<file path="src/rtl/lpt_pkg.sv">
// lpt_pkg: shared constants and command codes for lattice_pivot_transform
// no dependencies
`default_nettype none
package lpt_pkg;

   localparam int DIM         = 3;
   localparam int COORD_WIDTH = 16;

   localparam int FIELD_W     = 16;
   localparam int ENTRY_W     = 8;
   localparam int IDX_W       = 4;
   localparam int CMD_W       = 2;
   localparam int MAT_ROWS    = 3;
   localparam int NUM_ENTRIES = MAT_ROWS * MAT_ROWS;

   localparam int DIFF_W      = FIELD_W + 1;
   localparam int PROD_W      = ENTRY_W + DIFF_W;
   localparam int SUM_W       = PROD_W + 2;
   localparam int EXACT_W     = SUM_W + 1;
   localparam int WIDE_W      = 64;
   localparam int WRAP_SHIFT  = WIDE_W - COORD_WIDTH;

   localparam logic [CMD_W-1:0] CMD_LOAD    = 2'd0;
   localparam logic [CMD_W-1:0] CMD_PIVOT   = 2'd1;
   localparam logic [CMD_W-1:0] CMD_OVERLAP = 2'd2;

endpackage
`default_nettype wire

</file>
<file path="src/rtl/lattice_pivot_transform.sv">
// lattice_pivot_transform: 3x3 integer matrix-vector product about a pivot point
// depends on lpt_pkg for widths, dimension and command codes
//
// usage:
//   req_* carries one command per transfer: load writes one matrix entry,
//   pivot returns M*(v-p)+p wrapped to the coordinate width with an overflow
//   flag, overlap reports whether M*(v-p) equals the reference vector.
//   rsp_* returns exactly one result per request, in order; load and unused
//   commands return all zeros.
//   a request passes through the difference, product and result registers
//   in turn, the first loaded at the transfer edge.
//   one transfer per cycle unless a held rsp_ready has filled the pipeline;
//   the nine 8x17 multipliers feed a registered three-term sum.
//   a load takes effect for every request accepted after it.
//   reset (synchronous, active high) clears the matrix to zero and empties
//   the pipeline.
//   when the receiver holds rsp_ready low the result register holds, the
//   stages behind it fill, and req_ready drops once all three are full.
`default_nettype none
module lattice_pivot_transform (
   input  wire                                     clock,
   input  wire                                     reset,
   input  wire                                     req_valid,
   output logic                                    req_ready,
   input  wire         [lpt_pkg::CMD_W-1:0]         req_command,
   input  wire         [lpt_pkg::IDX_W-1:0]         req_entry_index,
   input  wire  signed [lpt_pkg::ENTRY_W-1:0]       req_entry_value,
   input  wire  signed [lpt_pkg::FIELD_W-1:0]       req_pivot_x,
   input  wire  signed [lpt_pkg::FIELD_W-1:0]       req_pivot_y,
   input  wire  signed [lpt_pkg::FIELD_W-1:0]       req_pivot_z,
   input  wire  signed [lpt_pkg::FIELD_W-1:0]       req_point_x,
   input  wire  signed [lpt_pkg::FIELD_W-1:0]       req_point_y,
   input  wire  signed [lpt_pkg::FIELD_W-1:0]       req_point_z,
   input  wire  signed [lpt_pkg::FIELD_W-1:0]       req_ref_x,
   input  wire  signed [lpt_pkg::FIELD_W-1:0]       req_ref_y,
   input  wire  signed [lpt_pkg::FIELD_W-1:0]       req_ref_z,
   output logic                                    rsp_valid,
   input  wire                                     rsp_ready,
   output logic signed [lpt_pkg::FIELD_W-1:0]       rsp_result_x,
   output logic signed [lpt_pkg::FIELD_W-1:0]       rsp_result_y,
   output logic signed [lpt_pkg::FIELD_W-1:0]       rsp_result_z,
   output logic                                    rsp_match,
   output logic                                    rsp_overflow
);
   import lpt_pkg::*;

   // matrix storage
   logic signed [ENTRY_W-1:0] mat_ff [NUM_ENTRIES];

   // stage 1: differences
   logic                      s1_valid_ff;
   logic        [CMD_W-1:0]   s1_cmd_ff;
   logic signed [DIFF_W-1:0]  s1_diff_ff [MAT_ROWS];
   logic signed [FIELD_W-1:0] s1_pivot_ff [MAT_ROWS];
   logic signed [FIELD_W-1:0] s1_ref_ff [MAT_ROWS];
   logic signed [DIFF_W-1:0]  s1_diff_in [MAT_ROWS];

   // stage 2: products
   logic                      s2_valid_ff;
   logic        [CMD_W-1:0]   s2_cmd_ff;
   logic signed [PROD_W-1:0]  s2_prod_ff [NUM_ENTRIES];
   logic signed [FIELD_W-1:0] s2_pivot_ff [MAT_ROWS];
   logic signed [FIELD_W-1:0] s2_ref_ff [MAT_ROWS];
   logic signed [PROD_W-1:0]  s2_prod_in [NUM_ENTRIES];

   // stage 3: result register
   logic                      rsp_valid_ff;
   logic signed [FIELD_W-1:0] res_ff [MAT_ROWS];
   logic                      match_ff;
   logic                      overflow_ff;
   logic signed [FIELD_W-1:0] res_in [MAT_ROWS];
   logic                      match_in;
   logic                      overflow_in;

   logic rsp_adv, s2_adv, s1_adv, req_xfer;

   assign rsp_adv   = !rsp_valid_ff || rsp_ready;
   assign s2_adv    = !s2_valid_ff || rsp_adv;
   assign s1_adv    = !s1_valid_ff || s2_adv;
   assign req_ready = s1_adv;
   assign req_xfer  = req_valid && req_ready;

   always_comb begin
      s1_diff_in[0] = DIFF_W'(req_point_x) - DIFF_W'(req_pivot_x);
      s1_diff_in[1] = DIFF_W'(req_point_y) - DIFF_W'(req_pivot_y);
      s1_diff_in[2] = DIFF_W'(req_point_z) - DIFF_W'(req_pivot_z);
   end

   always_ff @(posedge clock) begin
      if (reset) begin
         for (int i = 0; i < NUM_ENTRIES; i++) begin
            mat_ff[i] <= '0;
         end
      end else if (req_xfer && req_command == CMD_LOAD &&
                   req_entry_index < IDX_W'(NUM_ENTRIES)) begin
         mat_ff[req_entry_index] <= req_entry_value;
      end
   end

   always_ff @(posedge clock) begin
      if (reset) begin
         s1_valid_ff <= 1'b0;
      end else if (s1_adv) begin
         s1_valid_ff <= req_valid;
      end
   end

   always_ff @(posedge clock) begin
      if (req_xfer) begin
         s1_cmd_ff      <= req_command;
         s1_diff_ff     <= s1_diff_in;
         s1_pivot_ff[0] <= req_pivot_x;
         s1_pivot_ff[1] <= req_pivot_y;
         s1_pivot_ff[2] <= req_pivot_z;
         s1_ref_ff[0]   <= req_ref_x;
         s1_ref_ff[1]   <= req_ref_y;
         s1_ref_ff[2]   <= req_ref_z;
      end
   end

   always_comb begin
      for (int r = 0; r < MAT_ROWS; r++) begin
         for (int c = 0; c < MAT_ROWS; c++) begin
            if (r < DIM && c < DIM) begin
               s2_prod_in[r*MAT_ROWS+c] = mat_ff[r*MAT_ROWS+c] * s1_diff_ff[c];
            end else begin
               s2_prod_in[r*MAT_ROWS+c] = '0;
            end
         end
      end
   end

   always_ff @(posedge clock) begin
      if (reset) begin
         s2_valid_ff <= 1'b0;
      end else if (s2_adv) begin
         s2_valid_ff <= s1_valid_ff;
      end
   end

   always_ff @(posedge clock) begin
      if (s2_adv && s1_valid_ff) begin
         s2_cmd_ff   <= s1_cmd_ff;
         s2_prod_ff  <= s2_prod_in;
         s2_pivot_ff <= s1_pivot_ff;
         s2_ref_ff   <= s1_ref_ff;
      end
   end

   always_comb begin
      logic signed [SUM_W-1:0]   sum;
      logic signed [EXACT_W-1:0] exact;
      logic signed [WIDE_W-1:0]  ext;
      logic signed [WIDE_W-1:0]  wrapped;
      logic                      eq;
      logic                      ovf;
      eq  = 1'b1;
      ovf = 1'b0;
      for (int r = 0; r < MAT_ROWS; r++) begin
         sum = '0;
         for (int c = 0; c < MAT_ROWS; c++) begin
            sum = sum + SUM_W'(s2_prod_ff[r*MAT_ROWS+c]);
         end
         exact   = EXACT_W'(sum) + EXACT_W'(s2_pivot_ff[r]);
         ext     = WIDE_W'(exact);
         wrapped = (ext <<< WRAP_SHIFT) >>> WRAP_SHIFT;
         if (r < DIM) begin
            res_in[r] = wrapped[FIELD_W-1:0];
            if (wrapped != ext) begin
               ovf = 1'b1;
            end
            if (sum != SUM_W'(s2_ref_ff[r])) begin
               eq = 1'b0;
            end
         end else begin
            res_in[r] = '0;
         end
      end
      case (s2_cmd_ff)
         CMD_PIVOT: begin
            match_in    = 1'b0;
            overflow_in = ovf;
         end
         CMD_OVERLAP: begin
            res_in[0]   = '0;
            res_in[1]   = '0;
            res_in[2]   = '0;
            match_in    = eq;
            overflow_in = 1'b0;
         end
         default: begin
            res_in[0]   = '0;
            res_in[1]   = '0;
            res_in[2]   = '0;
            match_in    = 1'b0;
            overflow_in = 1'b0;
         end
      endcase
   end

   always_ff @(posedge clock) begin
      if (reset) begin
         rsp_valid_ff <= 1'b0;
      end else if (rsp_adv) begin
         rsp_valid_ff <= s2_valid_ff;
      end
   end

   always_ff @(posedge clock) begin
      if (rsp_adv && s2_valid_ff) begin
         res_ff      <= res_in;
         match_ff    <= match_in;
         overflow_ff <= overflow_in;
      end
   end

   assign rsp_valid    = rsp_valid_ff;
   assign rsp_result_x = res_ff[0];
   assign rsp_result_y = res_ff[1];
   assign rsp_result_z = res_ff[2];
   assign rsp_match    = match_ff;
   assign rsp_overflow = overflow_ff;

   // match and overflow come from different commands
   a_match_excl: assert property (@(posedge clock) disable iff (reset)
      rsp_valid_ff && match_ff |-> !overflow_ff)
      else $error("match and overflow both set");

   // an overlap result carries no coordinates
   a_match_zero: assert property (@(posedge clock) disable iff (reset)
      rsp_valid_ff && match_ff |-> res_ff[0] == '0 && res_ff[1] == '0 && res_ff[2] == '0)
      else $error("overlap result with nonzero coordinates");

   // no result appears without an item behind it
   a_no_invent: assert property (@(posedge clock) disable iff (reset)
      !$past(reset) && !$past(s2_valid_ff) && !$past(rsp_valid_ff) |-> !rsp_valid_ff)
      else $error("result transfer without a request");

   // input stalls only when the whole pipeline is full and blocked
   a_stall_full: assert property (@(posedge clock) disable iff (reset)
      !req_ready |-> s1_valid_ff && s2_valid_ff && rsp_valid_ff && !rsp_ready)
      else $error("request stalled with room in the pipeline");

endmodule
`default_nettype wire

</file>
<file path="config.mk">
export PLATFORM = sky130hd
export DESIGN_NAME = lattice_pivot_transform
export DESIGN_NICKNAME = d
export VERILOG_FILES = /design/src/rtl/lpt_pkg.sv /design/src/rtl/lattice_pivot_transform.sv
export SDC_FILE = /design/constraint.sdc
export NUM_CORES = 2
export LEC_CHECK = 0
export ABC_CLOCK_PERIOD_IN_PS = 32299
export BUFFER_PORTS_ARGS = -buffer_cell sky130_fd_sc_hd__buf_2
export CORE_ASPECT_RATIO = 1.5
export CORE_UTILIZATION = 40
export DETAILED_ROUTE_END_ITERATION = 10
export PLACE_DENSITY = 0.56
export SLEW_MARGIN = 30
export SYNTH_ARGS = -nofsm -noshare
export SYNTH_HDL_FRONTEND = slang
export SYNTH_SLANG_ARGS = --single-unit
</file>
<file path="constraint.sdc">
create_clock -name clock -period 32.3 [get_ports clock]
set_clock_uncertainty 0.1 [all_clocks]
set_input_delay 3.23 -clock clock [delete_from_list [all_inputs] [get_ports clock]]
set_output_delay 3.23 -clock clock [all_outputs]
set_load 0.05 [all_outputs]
</file>
======== Word-level counts from Yosys, hierarchy flattened ========
Memories as Yosys holds them, arrays and structs flattened.
Cells that the tools add are included.
storage, ports and cells
  bits in registers ....................... 525
  bits in latches ......................... 0
  memory bits (writable) .................. 72
  bits in read-only memories .............. 0
  output and inout port bits .............. 52
  memories ................................ 1
cells by class
  $add $sub $neg .......................... 12
  multiply operators ...................... 9
  divide/modulo/power cells ............... 0
  order comparisons ....................... 1
  equality and inequality tests ........... 8
  shift-type cells ........................ 0
  multiplexer cells ....................... 12
  bitwise operators ....................... 1
  reduce and logical (&&, ||, !) cells .... 14
memories
  name    words  width  rd ports  clocked after memory_dff  write ports  line                           RTL
  mat_ff  9      8      9         0                         9            lattice_pivot_transform.sv:48  logic signed [ENTRY_W-1:0] mat_ff [NUM_ENTRIES];
operator list
  cell                  number
  $mul A8 B17 Y25       9
  $add A27 B16 Y28      3
  $add A26 B25 Y27      3
  $ne A27 B16 Y1        3
  $add A25 B25 Y26      3
  $sub A16 B16 Y17      3
  $ne A1 B12 Y1         3
  $mux W1               10
  $mux W8               1
  $reduce_or A8 Y1      1
  $logic_and A1 B1 Y1   5
  $lt A4 B4 Y1 const B  1
  $mux W4               1
  $logic_not A1 Y1      3
  $logic_or A1 B1 Y1    3
  $reduce_or A3 Y1      1
  $eq A2 B1 Y1 const B  1
  $eq A2 B2 Y1 const B  1
  $logic_not A2 Y1      1
  $not A1 Y1            1

======== Depth between registers and ports, before layout ========
  depth after elaboration ................. 12
  gate-level depth with buffers ........... 29
  depth with buffers taken out ............ 29

======== Worst setup path before layout ========
Ideal clock, no wire load.
  path type ............................... input -> register
  start ................................... in rsp_ready
  end ..................................... reg s2_cmd_ff[0], enable pin
  data arrival time ....................... 26.540 ns
  path slack .............................. 4.158 ns
  stages on the path ...................... 2
  cells stage by stage .................... nor2b_1 a21boi_0
on the way
  longest elaborated chain between the ends .. 3
ends and longest elaborated chain
  element                 line                            RTL
  start: declaration      lattice_pivot_transform.sv:38   input wire rsp_ready,
  $logic_or A1 B1 Y1      lattice_pivot_transform.sv:77   assign rsp_adv = !rsp_valid_ff || rsp_ready;
  $logic_or A1 B1 Y1      lattice_pivot_transform.sv:78   assign s2_adv = !s2_valid_ff || rsp_adv;
  $logic_and A1 B1 Y1     lattice_pivot_transform.sv:142  if (s2_adv && s1_valid_ff) begin
  end signal: assignment  lattice_pivot_transform.sv:143  s2_cmd_ff <= s1_cmd_ff;
  end: declaration        lattice_pivot_transform.sv:60   logic [CMD_W-1:0] s2_cmd_ff;
Every way passes these cells.
A chain may end at the register's enable or synchronous reset.

======== Final worst setup path ========
  start ................................... in rsp_ready
  end ..................................... out req_ready
on the way
  longest elaborated chain between the ends .. 3
ends and longest elaborated chain
  element             line                           RTL
  $logic_or A1 B1 Y1  lattice_pivot_transform.sv:77
  $logic_or A1 B1 Y1  lattice_pivot_transform.sv:78
  $logic_or A1 B1 Y1  lattice_pivot_transform.sv:79  assign s1_adv = !s1_valid_ff || s2_adv;
  end: declaration    lattice_pivot_transform.sv:24  output logic req_ready,
Every way passes these cells.

==> out/results.ini <==
[cts]
h-tree-depth = 3
postCtsSetupRepairBufs = 0
ctsResizeCount = 0
cts.path.max_buffers = 3
holdBufCountCts = 0
clk_latency_ns = 0.72
cts_made_buffers = 70
path_clk_slew_ns = 0.06
cts_sinks = 597
clock-root-buffer = clkbuf_16
cts_tree = yes

[floorplan]
num_io_pins = 214
core_sq_um = 181000
initial_core_util_pct = 40.4
rows = 191
fp.dieArea_sq_um = 184000
die_x_microns = 351
die_y_microns = 525

[grt]
grt_pass1_vias = 53400
track_usage_pct = 23.0
overflow = 0
antenna_found_initial = 23
grt_pass1_wl_mm = 317
grt_max_degree = 178

[yosys]
netlist_instances = 7172
synthTopCellsByArea = fa_1 (29%), edfxtp_1 (24%), ha_1 (11%)
async_flop_share_pct = 0
seq_area_frac_synth_pct = 24.5
syn-num-nets = 9027
yosys.cell_count.top_type = inv_1
yosys-top-cells-count = inv_1 (1353), fa_1 (1065), and2_1 (820)
ys_warn_count = 0
synth_top_cell_by_area = fa_1
synth-edff-count = 594
synth.distinct_cells = 88
ys_seq_elements = 597
synth_top_flop_cell = edfxtp_1
syn-cell-area_sq_um = 73000
syn_avg_cell_area_sq_um = 10.2
yosysTopAreaCellShare_pct = 29.2

[drt]
routedWlPerCell_microns = 21.2
totalWireLength_mm = 208
ant_nets = 0
drc = 0
dr.pass1.iters = 5
viasPerCell = 5.15
drtIter0Drc = 2870
num_vias = 50400

[worst_setup_path]
setup.worst_path.start_class = input pin
crit_required_ns = 28.97
arrival_ns = 4.88
cp-end-kind = primary output
path_max_fanout = 6
crit_type = in2out

[timing]
max_freq_ghz = 0.122
hold_violations = 0
setup_tns_ns = 0
finalSetupViolations = 0
period_share_pct = 25.4
maxSlewHeadroom_pct = 29.6
fin_ws_ns = 24.09
slew_viol_final = 0
rsz0062_at_grt = no
hold-worst-slack_ns = 0.298
min_period_ns = 8.21
tightest_slew_ns = 1.05

[worst_hold_path]
min_path_type = reg2reg

[placed_design]
pre_cts_ws_ns = 24.11
io_buffers = 213
gp_congestion = 0.921
post-dp-hpwl_mm = 166

[flow_run]
cap_viol_max_count = 0

[final_layout]
multiInputGateArea_sq_um = 49300
utilization_pct = 43.8
num-nets-final = 9171
nFillCells = 17300
drive_above_1_share_pct = 6.10
area_delta_synth_final_pct = 8.60
seqCellArea_sq_um = 17900

[outcome]
status = finished, final reports clean

==> final cells by class <==
class	instances	area share (%)
Multi-Input combinational cell	5012	62.2
Sequential cell	597	22.6
Inverter	1353	6.40
Tap cell	2412	3.81
Clock buffer	79	2.29
Timing Repair Buffer	282	2.15
Clock inverter	43	0.585
Antenna cell	10	0.0316
==> final timing paths <==
check / from / endpoint / slack, ns / cells after the start
max reg2reg: s2_prod_ff[3] / rsp_overflow / 25.51 / 20
min: s1_pivot_ff[41] / s2_pivot_ff[41] / 0.30 / 0
min reg2reg: s1_pivot_ff[41] / s2_pivot_ff[41] / 0.30 / 0
max: rsp_ready / req_ready / 24.09 / 4
==> layer usage <==
| layer | vias up | wire, microns | track usage [%] |
|---|---|---|---|
| li1 | 23100 | - | - |
| met1 | 25800 | 82400 | 28.0 |
| met2 | 1261 | 106000 | 40.9 |
| met3 | 309 | 9450 | 2.41 |
| met4 | 14 | 9710 | 9.96 |
| met5 | - | 92 | 0 |
==> stage by stage <==
| stage | cell area, sq um | cells |
|---|---|---|
| 6_report | 79300 | 9788 |
| 5_1_grt | 79300 | 9779 |
| 4_1_cts | 79200 | 9774 |
| 3_5_place_dp | 76900 | 9652 |
| 3_3_place_gp | 76800 | 9644 |
| 2_1_floorplan | 73000 | 7172 |
==> layout by cell type, fill, tap and decap left out, types with 17 or more instances in the layout <==
cell / n
inv_1: 1353
and2_1: 820
buf_4: 54
buf_2: 213
xnor2_1: 287
nor4_1: 17
nand2_1: 495
clkbuf_16: 71
a21boi_0: 36
nand2b_1: 178
a211oi_1: 21
nand4_1: 27
or3_1: 22
ha_1: 628
o21bai_1: 34
nand3_1: 59
nor3_1: 82
nor2b_1: 48
nor2_1: 241
a21oi_1: 254
a21o_1: 112
and3_1: 26
or2_2: 22
xor2_1: 122
o21ai_0: 160
edfxtp_1: 594
o21a_1: 38
fa_1: 1065
a31oi_1: 24
==> state kept, by name, indices dropped and copies added (netlist names), 48 cells and up <==
signal	flops
mat_ff	72
s1_diff_ff	51
s1_pivot_ff	48
s1_ref_ff	48
s2_pivot_ff	48
s2_prod_ff	225
s2_ref_ff	48
==> kinds of logic after synthesis <==
group,share of synthesized area [%]
flip-flops,24.5
multiplexers,0.101
XOR/XNOR,4.91
AO/OA/AOI/OAI,7.37
adder cells (fa/ha/maj),40.0
buffers and inverters,8.04
AND/OR/NAND/NOR,15.1
==> worst max-delay path, cell delays in order <==
cell and delay, ns:
buf_2 0.11, nor2b_1 0.60, nand3_1 0.55, buf_2 0.39
Power is not shown: default switching activity piles up to over one toggle a cycle in this logic, so the estimate is an artifact.
